### config.mk
export PLATFORM = sky130hd
export DESIGN_NAME = ftdr_div
export DESIGN_NICKNAME = d
export VERILOG_FILES = /design/src/hw/rtl/ftdr_pkg.sv /design/src/hw/rtl/ftdr_div.sv
export SDC_FILE = /design/constraint.sdc
export NUM_CORES = 1
export LEC_CHECK = 0
export BUFFER_PORTS_ARGS = -buffer_cell sky130_fd_sc_hd__buf_2
export CAP_MARGIN = 20
export CORE_MARGIN = 5
export CORE_UTILIZATION = 63
export CTS_CLUSTER_SIZE = 28
export DETAILED_ROUTE_END_ITERATION = 10
export PLACE_DENSITY = 0.87
export SYNTH_ARGS = -nofsm -noshare
export SYNTH_HDL_FRONTEND = slang
export SYNTH_SLANG_ARGS = --single-unit
### constraint.sdc
create_clock -name i_clk -period 11.74 [get_ports i_clk]
set_clock_uncertainty 0.15 [all_clocks]
set_input_delay 3.522 -clock i_clk [delete_from_list [all_inputs] [get_ports i_clk]]
set_output_delay 3.522 -clock i_clk [all_outputs]
set_load 0.05 [all_outputs]
### src/hw/rtl/ftdr_pkg.sv
// shared constants, widths and sequencer states of the triangle depth raster
// no dependencies
`default_nettype none
package ftdr_pkg;
    localparam int SCREEN_WIDTH  = 64;
    localparam int SCREEN_HEIGHT = 64;
    localparam int PIXEL_COUNT   = SCREEN_WIDTH * SCREEN_HEIGHT;
    localparam int XW            = $clog2(SCREEN_WIDTH);
    localparam int YW            = $clog2(SCREEN_HEIGHT);
    localparam int AW            = $clog2(PIXEL_COUNT);

    localparam int CW   = 10;  // vertex coordinate
    localparam int DW   = 16;  // depth
    localparam int COLW = 24;  // color
    localparam int IW   = 12;  // read index
    localparam int NW   = 13;  // pixel count
    localparam int UW   = 23;  // edge cross product
    localparam int MAW  = 24;  // multiplier operand a
    localparam int MBW  = 17;  // multiplier operand b
    localparam int ACCW = 42;  // depth numerator
    localparam int QW   = 17;  // interpolated depth

    localparam logic signed [DW-1:0] DEPTH_FAR = 16'sh8000;
    localparam logic [NW-1:0]        COUNT_MAX = 13'h1fff;

    localparam logic [1:0] OP_DRAW  = 2'd0;
    localparam logic [1:0] OP_READ  = 2'd1;
    localparam logic [1:0] OP_CLEAR = 2'd2;

    typedef enum logic [3:0] {
        S_IDLE, S_CLEAR, S_RD, S_RD2, S_UZ0, S_UZ1, S_BOX,
        S_P0, S_P1, S_P2, S_P3, S_P4, S_P5, S_P6, S_DIV, S_RES
    } t_state;
endpackage
`default_nettype wire

### src/hw/rtl/ftdr_div.sv
// restoring signed divider for the interpolated depth, one quotient bit a cycle
// depends on ftdr_pkg; quotient magnitude is assumed below 2**QW
`default_nettype none
module ftdr_div
    import ftdr_pkg::*;
(
    input  wire                   i_clk,
    input  wire                   i_rst_n,
    input  wire                   i_start,
    input  wire signed [ACCW-1:0] i_num,
    input  wire signed [UW-1:0]   i_den,
    output logic                  o_done,
    output logic signed [QW-1:0]  o_quot
);
    localparam int RW = UW - 1;
    localparam int KW = $clog2(QW + 1);

    logic [RW-1:0]   r_rem, n_rem;
    logic [RW-1:0]   r_den;
    logic [QW-1:0]   r_dq, n_dq;
    logic [KW-1:0]   r_cnt;
    logic            r_busy, r_neg, r_done;
    logic [ACCW-1:0] mag;
    logic [UW-1:0]   den_mag;
    logic [RW:0]     sh;

    always_comb begin
        mag     = i_num[ACCW-1] ? ACCW'(-i_num) : ACCW'(i_num);
        den_mag = i_den[UW-1] ? UW'(-i_den) : UW'(i_den);
        sh      = {r_rem, r_dq[QW-1]};
        if (sh >= {1'b0, r_den}) begin
            n_rem = RW'(sh - {1'b0, r_den});
            n_dq  = {r_dq[QW-2:0], 1'b1};
        end else begin
            n_rem = sh[RW-1:0];
            n_dq  = {r_dq[QW-2:0], 1'b0};
        end
    end

    always_ff @(posedge i_clk) begin
        if (!i_rst_n) begin
            r_busy <= 1'b0;
            r_done <= 1'b0;
            r_cnt  <= '0;
        end else begin
            r_done <= 1'b0;
            if (i_start) begin
                r_busy <= 1'b1;
                r_cnt  <= KW'(QW);
            end else if (r_busy) begin
                r_cnt <= r_cnt - 1'b1;
                if (r_cnt == KW'(1)) begin
                    r_busy <= 1'b0;
                    r_done <= 1'b1;
                end
            end
        end
    end

    always_ff @(posedge i_clk) begin
        if (i_start) begin
            // high part of the numerator is below the divisor by the range of the quotient
            r_rem <= mag[QW +: RW];
            r_dq  <= mag[QW-1:0];
            r_den <= den_mag[RW-1:0];
            r_neg <= i_num[ACCW-1] ^ i_den[UW-1];
        end else if (r_busy) begin
            r_rem <= n_rem;
            r_dq  <= n_dq;
        end
    end

    assign o_done = r_done;
    assign o_quot = r_neg ? QW'(-$signed(r_dq)) : $signed(r_dq);
endmodule
`default_nettype wire

==> results of run 1 <==
worst max-delay path, cell delays in order, from the launching register on:
cell and delay (ns):
edfxtp_1 0.46, inv_1 0.11, ha_1 0.17, nand2_1 0.09, or4_1 0.48, or3_1 0.40, o31ai_1 0.31, xnor2_1 0.16
buf_2 0.29
cell usage after synthesis, drive strengths merged (4+ instances only):
cell type	n	area [um2]
edfxtp	62	1860
xnor2	58	508
inv	44	165
nand2	44	165
nor2	41	154
o21ai	39	199
a21oi	35	175
xor2	35	307
mux2i	34	340
ha	27	338
o31ai	25	188
or3	14	92.6
clkbuf	13	48.8
nor3	10	50.1
nor4	9	56.3
o41ai	9	97.6
or4	9	75.1
nand2b	8	57.6
dfxtp	7	140
a211oi	5	37.5
a21o	5	37.5
buf	5	27.5
o21a	5	37.5
or2	5	31.3
a2111oi	4	35.0
a21boi	4	30.0
and2	4	25.0
mux2	4	45.0
nand3	4	20.0
nand4	4	25.0
routing by layer:
| layer | part of all wire [%] | vias to the layer above | wire, um |
|---|---|---|---|
| met5 | 0 | - | 0 |
| met1 | 41 | 2220 | 5290 |
| met3 | 5.2 | 30 | 676 |
| li1 | - | 2307 | - |
| met2 | 51 | 148 | 6640 |
| met4 | 2.4 | 0 | 307 |
where the power goes:
group          internal [uW]  switching (uW)
Sequential               340            37.7
Clock                    108            95.9
Combinational            259             364
registers in the layout, summed over array words and instances (netlist names):
name,flops
o_done,1
r_busy,1
r_dq,17
r_cnt,5
r_rem,22
r_den,22
r_neg,1
per-stage QoR:
step | std cells | utilization (%) | instance area (um2) | hold slack, ns
finish | 782 | 72.2 | 6230 | 0.348
global route | 782 | 72.2 | 6230 | 0.376
CTS | 782 | 72.2 | 6230 | 0.345
detailed placement | 766 | 69.7 | 6020 | 0.334
global placement | 766 | 69.7 | 6020 | 0.328
floorplan | 590 | - | 5520 | 0.318
cell families (layout without fill, tap and decap cells):
logic type               count (synthesis)  after routing  synth area share, %
XOR/XNOR                                93             93                 14.8
adder cells (fa/ha/maj)                 28             28                 6.48
buffers and inverters                   62            146                 4.37
flip-flops                              69             69                 36.3
multiplexers                            38             38                 6.98
AO/OA/AOI/OAI                          137            137                 16.0
AND/OR/NAND/NOR                        163            163                 15.2
layout make-up:
type	count	area share, %
Multi-Input combinational cell	459	52.6
Sequential cell	69	32.1
Timing Repair Buffer	86	7.03
Clock buffer	12	3.01
Inverter	44	2.65
Tap cell	108	2.17
Clock inverter	4	0.402
worst max-delay path by stage:
stage | cells after the start | end
after floorplan | 8 | r_rem[16]$_DFFE_PP_
after global routing | 8 | o_quot[16]
after detailed placement | 9 | r_rem[16]$_DFFE_PP_
final | 8 | o_quot[16]
after global placement | 9 | r_rem[16]$_DFFE_PP_
after CTS | 8 | o_quot[16]
==> key figures, run 1 <==
Yosys
  – EDFF count, synth: between 60 and 70
  – Syn Inst Count: roughly 600
  – Synth warn: 0
  – Synthesized area: around 5500 um2
  – Count of cell types in the netlist: 52
  – Seq/Total Area, Yosys: a little over a third
  – Post-synth top flop: edfxtp_1
  – Seq cells post-synth: 69
  – Syn_nets: approximately 690
  – Average cell area after synthesis: about 9.4 um2
  – Synth async-reset ratio: 0%

Timing
  – Max_slew headroom: between 20% and 30%
  – RSZ-0062 raised after global routing: false
  – Fin. Hold Viols: 0
  – Final max-slew violation count: 0
  – Fmax: approximately 150 MHz
  – Final setup viols: 0
  – Worst Slack Setup Final: 5.25 ns
  – Worst Tran Pin Value: 1.05 ns
  – Final worst-path cycle share: between 50% and 60%
  – Setup Total Neg Slack: 0 ns
  – Fin crit period: ~6.5 ns

CTS
  – Clk sinks: 69
  – Post-CTS setup buffers: 0
  – Total CTS buffers: 9
  – CTS tree: done
  – Cts hold-fix bufs: 0
  – # H-tree levels: 3
  – Clock-pin slew on the worst setup and hold paths: around 0.080 ns
  – Clk Latency, worst-skew pair: 0.35 ns
  – Clock tree root driver cell: clkbuf_8
  – Max Buffers Root-to-Sink: 2
  – PostCTS Resize Cnt: 0

Floorplan
  – Die W: approximately 100 um
  – Core ar.: 8640 um2
  – Die Y: about 100 um
  – IO Pins: 86
  – Die area: between 10000 and 15000 um2
  – Starting Density: 63.9%
  – Rows: 34

Global route
  – Gr busiest metal: met2
  – Met3 GRT Util: 5.04%
  – Initial antenna violation count: 0
  – Total congestion overflow: 0
  – M1 GR Usage: around 28%
  – GR Util All Layers: 23.4%
  – Vias in the first global route: approximately 4700
  – Grt met2 use: 40.9%
  – Largest net degree at the start of global routing: 75
  – Global-route wire length before repair: roughly 21 mm

Finish
  – Layout cells sized above 1: 17.7%
  – Nets: ~770
  – Commonest non-fill, non-tap cell in the layout: buf_2
  – Antenna cells: 0
  – Commonest cells after routing, fill and taps aside: buf_2 (83), edfxtp_1 (62), xnor2_1 (58)
  – Area grow syn2layout: 12.8%
  – Filler cells: 653
  – Multi-input gate area: between 3000 and 4000 um2
  – Register Area: roughly 2000 um2

Power
  – P per Cell Area: about 190 nW/um2
  – Pwr Total: between 1000 and 1500 uW
  – Maximum vdd drop: roughly 110 uV
  – Pleak: 0.00263 uW

Hold path
  – Min-delay src: r_cnt[1]$_SDFFE_PP0P_
  – WHS Path Cells: 2
  – Hold-critical path endpoint: r_cnt[1]$_SDFFE_PP0P_
  – HP Class: reg2reg

Setup path
  – Crit start category: flip-flop
  – Reg2reg start: r_rem[1]$_DFFE_PP_
  – Crit. Startpoint: r_dq[0]$_DFFE_PP_
  – Crit-path max FO: 4
  – Reg2reg path depth: 10
  – WP data arrival: 2.82 ns
  – CP required: 8.07 ns
  – R2r endpoint: r_rem[0]$_DFFE_PP_
  – WS Path Type: reg2out
  – Worst setup EP type: output pin
  – Worst R2R Setup Slack: a little under 8 ns

Routing
  – Final WL: 12.9 mm
  – Post-DR vias/cell: between 6 and 7
  – Average wire per standard cell: about 17 um
  – # DRC: 0
  – Post-route ant nets: 0
  – 1st-pass router iterations: 5
  – Via count of the routed design: around 4700
  – DRT iter0 DRCs: roughly 250

Placed design
  – Routability Congestion: 0.887
  – Buffers on Ports: 83
  – Hpwl dp: roughly 9.7 mm
  – Place WS: around 5.2 ns

Status
  – Run status: complete, no violations

Job
  – MaxCap Viol Count: 0
Power figures use the tool's default switching activity.
==> run 2: changes to the inputs <==
CORE_UTILIZATION = 53   (was 63)
PLACE_DENSITY = 0.78   (was 0.87)
clock period = 5.5 ns   (was 11.74 ns; I/O delays follow)
==> run 2 against run 1 <==
Against the previous run: via count decreased by 1.0%; sequential share of layout area fell by 0.23 points; critical path type unchanged; critical endpoint unchanged; hold slack better by 0.019 ns; die area increased by 17%; core utilization is 11 points lower; combinational power grew 110%; largest power group unchanged.
==> key figures, run 2 (synthesis results as in run 1) <==
CTS
  – PostCTS Resize Cnt: 0 (unchanged)
  – Post-CTS setup buffers: 0 (unchanged)
  – CTS tree: done
  – Total CTS buffers: 9 (unchanged)
  – Clk sinks: 69 (unchanged)
  – Max Buffers Root-to-Sink: 2 (unchanged)
  – Cts hold-fix bufs: 0 (unchanged)
  – Clk Latency, worst-skew pair: 0.35 ns (about the same)
  – Clock-pin slew on the worst setup and hold paths: 0.08 ns (about the same)
  – Clock tree root driver cell: clkbuf_8
  – # H-tree levels: 3 (unchanged)

Floorplan
  – Die W: 112 um (+8.2%)
  – Core ar.: 10200 um2 (+18%)
  – Rows: 37 (+8.8%)
  – IO Pins: 86 (unchanged)
  – Starting Density: 54.0% (-10 points)
  – Die area: 12600 um2 (+17%)
  – Die Y: 112 um (+8.2%)

Timing
  – Fin. Hold Viols: 0 (unchanged)
  – Worst Tran Pin Value: 1.04 ns (-0.00737 ns)
  – Setup Total Neg Slack: 0 ns (unchanged)
  – Fmax: 222 MHz
  – Final setup viols: 0 (unchanged)
  – Fin crit period: ~4.5 ns
  – Final worst-path cycle share: roughly four fifths
  – Max_slew headroom: 28.7% (+0.50 points)
  – Final max-slew violation count: 0 (unchanged)
  – RSZ-0062 raised after global routing: false

Finish
  – Commonest cells after routing, fill and taps aside: buf_2 (83), edfxtp_1 (62), xnor2_1 (58)
  – Antenna cells: 0 (unchanged)
  – Nets: 765 (unchanged)
  – Area grow syn2layout: 13.7%
  – Layout cells sized above 1: 17.5% (-0.15 points)
  – Commonest non-fill, non-tap cell in the layout: buf_2
  – Biggest regs: r_den: 22 flops, r_rem: 22 flops, r_dq: 17 flops

Routing
  – 1st-pass router iterations: 4 (-1)
  – Post-route ant nets: 0 (unchanged)
  – Post-DR vias/cell: 5.75 (-4.4%)
  – DRT iter0 DRCs: 244 (-1.2%)
  – Final WL: 12.6 mm (-2.4%)
  – Average wire per standard cell: 15.6 um (-5.8%)
  – Via count of the routed design: 4658 (-1.0%)
  – # DRC: 0 (unchanged)

Placed design
  – Buffers on Ports: 83 (unchanged)
  – Routability Congestion: 0.851 (-4.0%)
  – Hpwl dp: 9.77 mm (+0.36%)

Hold path
  – WHS Path Cells: 2 (unchanged)
  – Hold-critical path endpoint: r_cnt[1]$_SDFFE_PP0P_
  – Min-delay src: r_cnt[1]$_SDFFE_PP0P_
  – HP Class: reg2reg

Power
  – P per Cell Area: 405 nW/um2 (+110%)
  – Pleak: 0.00263 uW (about the same)
  – Pwr Total: 2540 uW (+110%)
  – Maximum vdd drop: 214 uV (+87%)

Setup path
  – WS Path Type: reg2out
  – Reg2reg start: r_rem[7]$_DFFE_PP_
  – Crit start category: flip-flop
  – CP required: 3.70 ns (-4.37 ns)
  – R2r endpoint: r_rem[6]$_DFFE_PP_
  – Reg2reg path depth: 10 (unchanged)
  – Worst setup EP type: output pin
  – Worst R2R Setup Slack: 1.75 ns (-6.12 ns)
  – Crit-path max FO: 4 (unchanged)
  – WP data arrival: 2.71 ns (-0.11 ns)

Status
  – Run status: complete, no violations

Global route
  – Grt met2 use: 35.1% (-5.9 points)
  – Largest net degree at the start of global routing: 74 (-1.3%)
  – Met3 GRT Util: 4.53% (-0.51 points)
  – Total congestion overflow: 0 (unchanged)
  – M1 GR Usage: 25.1% (-3.1 points)
  – Initial antenna violation count: 0 (unchanged)
  – Gr busiest metal: met2
  – Vias in the first global route: 4678 (-0.85%)
  – Global-route wire length before repair: 21.2 mm (about the same)
  – GR Util All Layers: 20.4% (-3.0 points)

Job
  – MaxCap Viol Count: 0 (unchanged)
run 2: worst max-delay path: stages (launching register included):
cell      delay (ns)
edfxtp_1        0.45
inv_1           0.11
ha_1            0.16
nand2_1         0.08
or4_1           0.48
or3_1           0.38
o31ai_1         0.27
xnor2_1         0.16
buf_2           0.28
run 2: worst max-delay path by stage:
stage | from | endpoint | slack (ns) | depth (start not counted)
final | r_dq[0]$_DFFE_PP_ | o_quot[16] | 0.99 | 8
after global routing | r_dq[0]$_DFFE_PP_ | o_quot[14] | 0.83 | 8
after CTS | r_dq[0]$_DFFE_PP_ | o_quot[16] | 0.99 | 8
after detailed placement | i_num[5] | r_rem[16]$_DFFE_PP_ | 0.79 | 9
after global placement | i_num[5] | r_rem[16]$_DFFE_PP_ | 0.85 | 9
after floorplan | i_num[13] | r_rem[16]$_DFFE_PP_ | 1.22 | 8
run 2: final cells by class:
type / instances / area (um2)
fillers: 906 / 3960
multi-input cells: 459 / 3280
flip-flops and latches: 69 / 2000
repair buffers: 86 / 438
clock buffers: 13 / 203
well taps: 136 / 170
inverters: 44 / 165
clock inverters: 3 / 20.0
run 2: per-layer routing:
layer | vias to the layer above | wire (um)
li1 | 2298 | -
met1 | 2224 | 5370
met2 | 103 | 6240
met3 | 33 | 567
met4 | 0 | 426
met5 | - | 0
run 2: report_power, final:
group,internal [uW],switching [uW]
Combinational,550,740
Clock,247,202
Sequential,725,78.7
run 2: per-stage QoR:
stage	worst slack (ns)	std cells	util [%]	hold WS (ns)	area (um2)
after floorplan	1.22	590	-	0.318	5520
after detailed placement	0.790	794	59.2	0.357	6050
final	0.993	810	61.3	0.367	6280
after global placement	0.853	794	59.2	0.329	6050
after CTS	0.992	810	61.3	0.369	6280
after global routing	0.827	810	61.3	0.402	6280
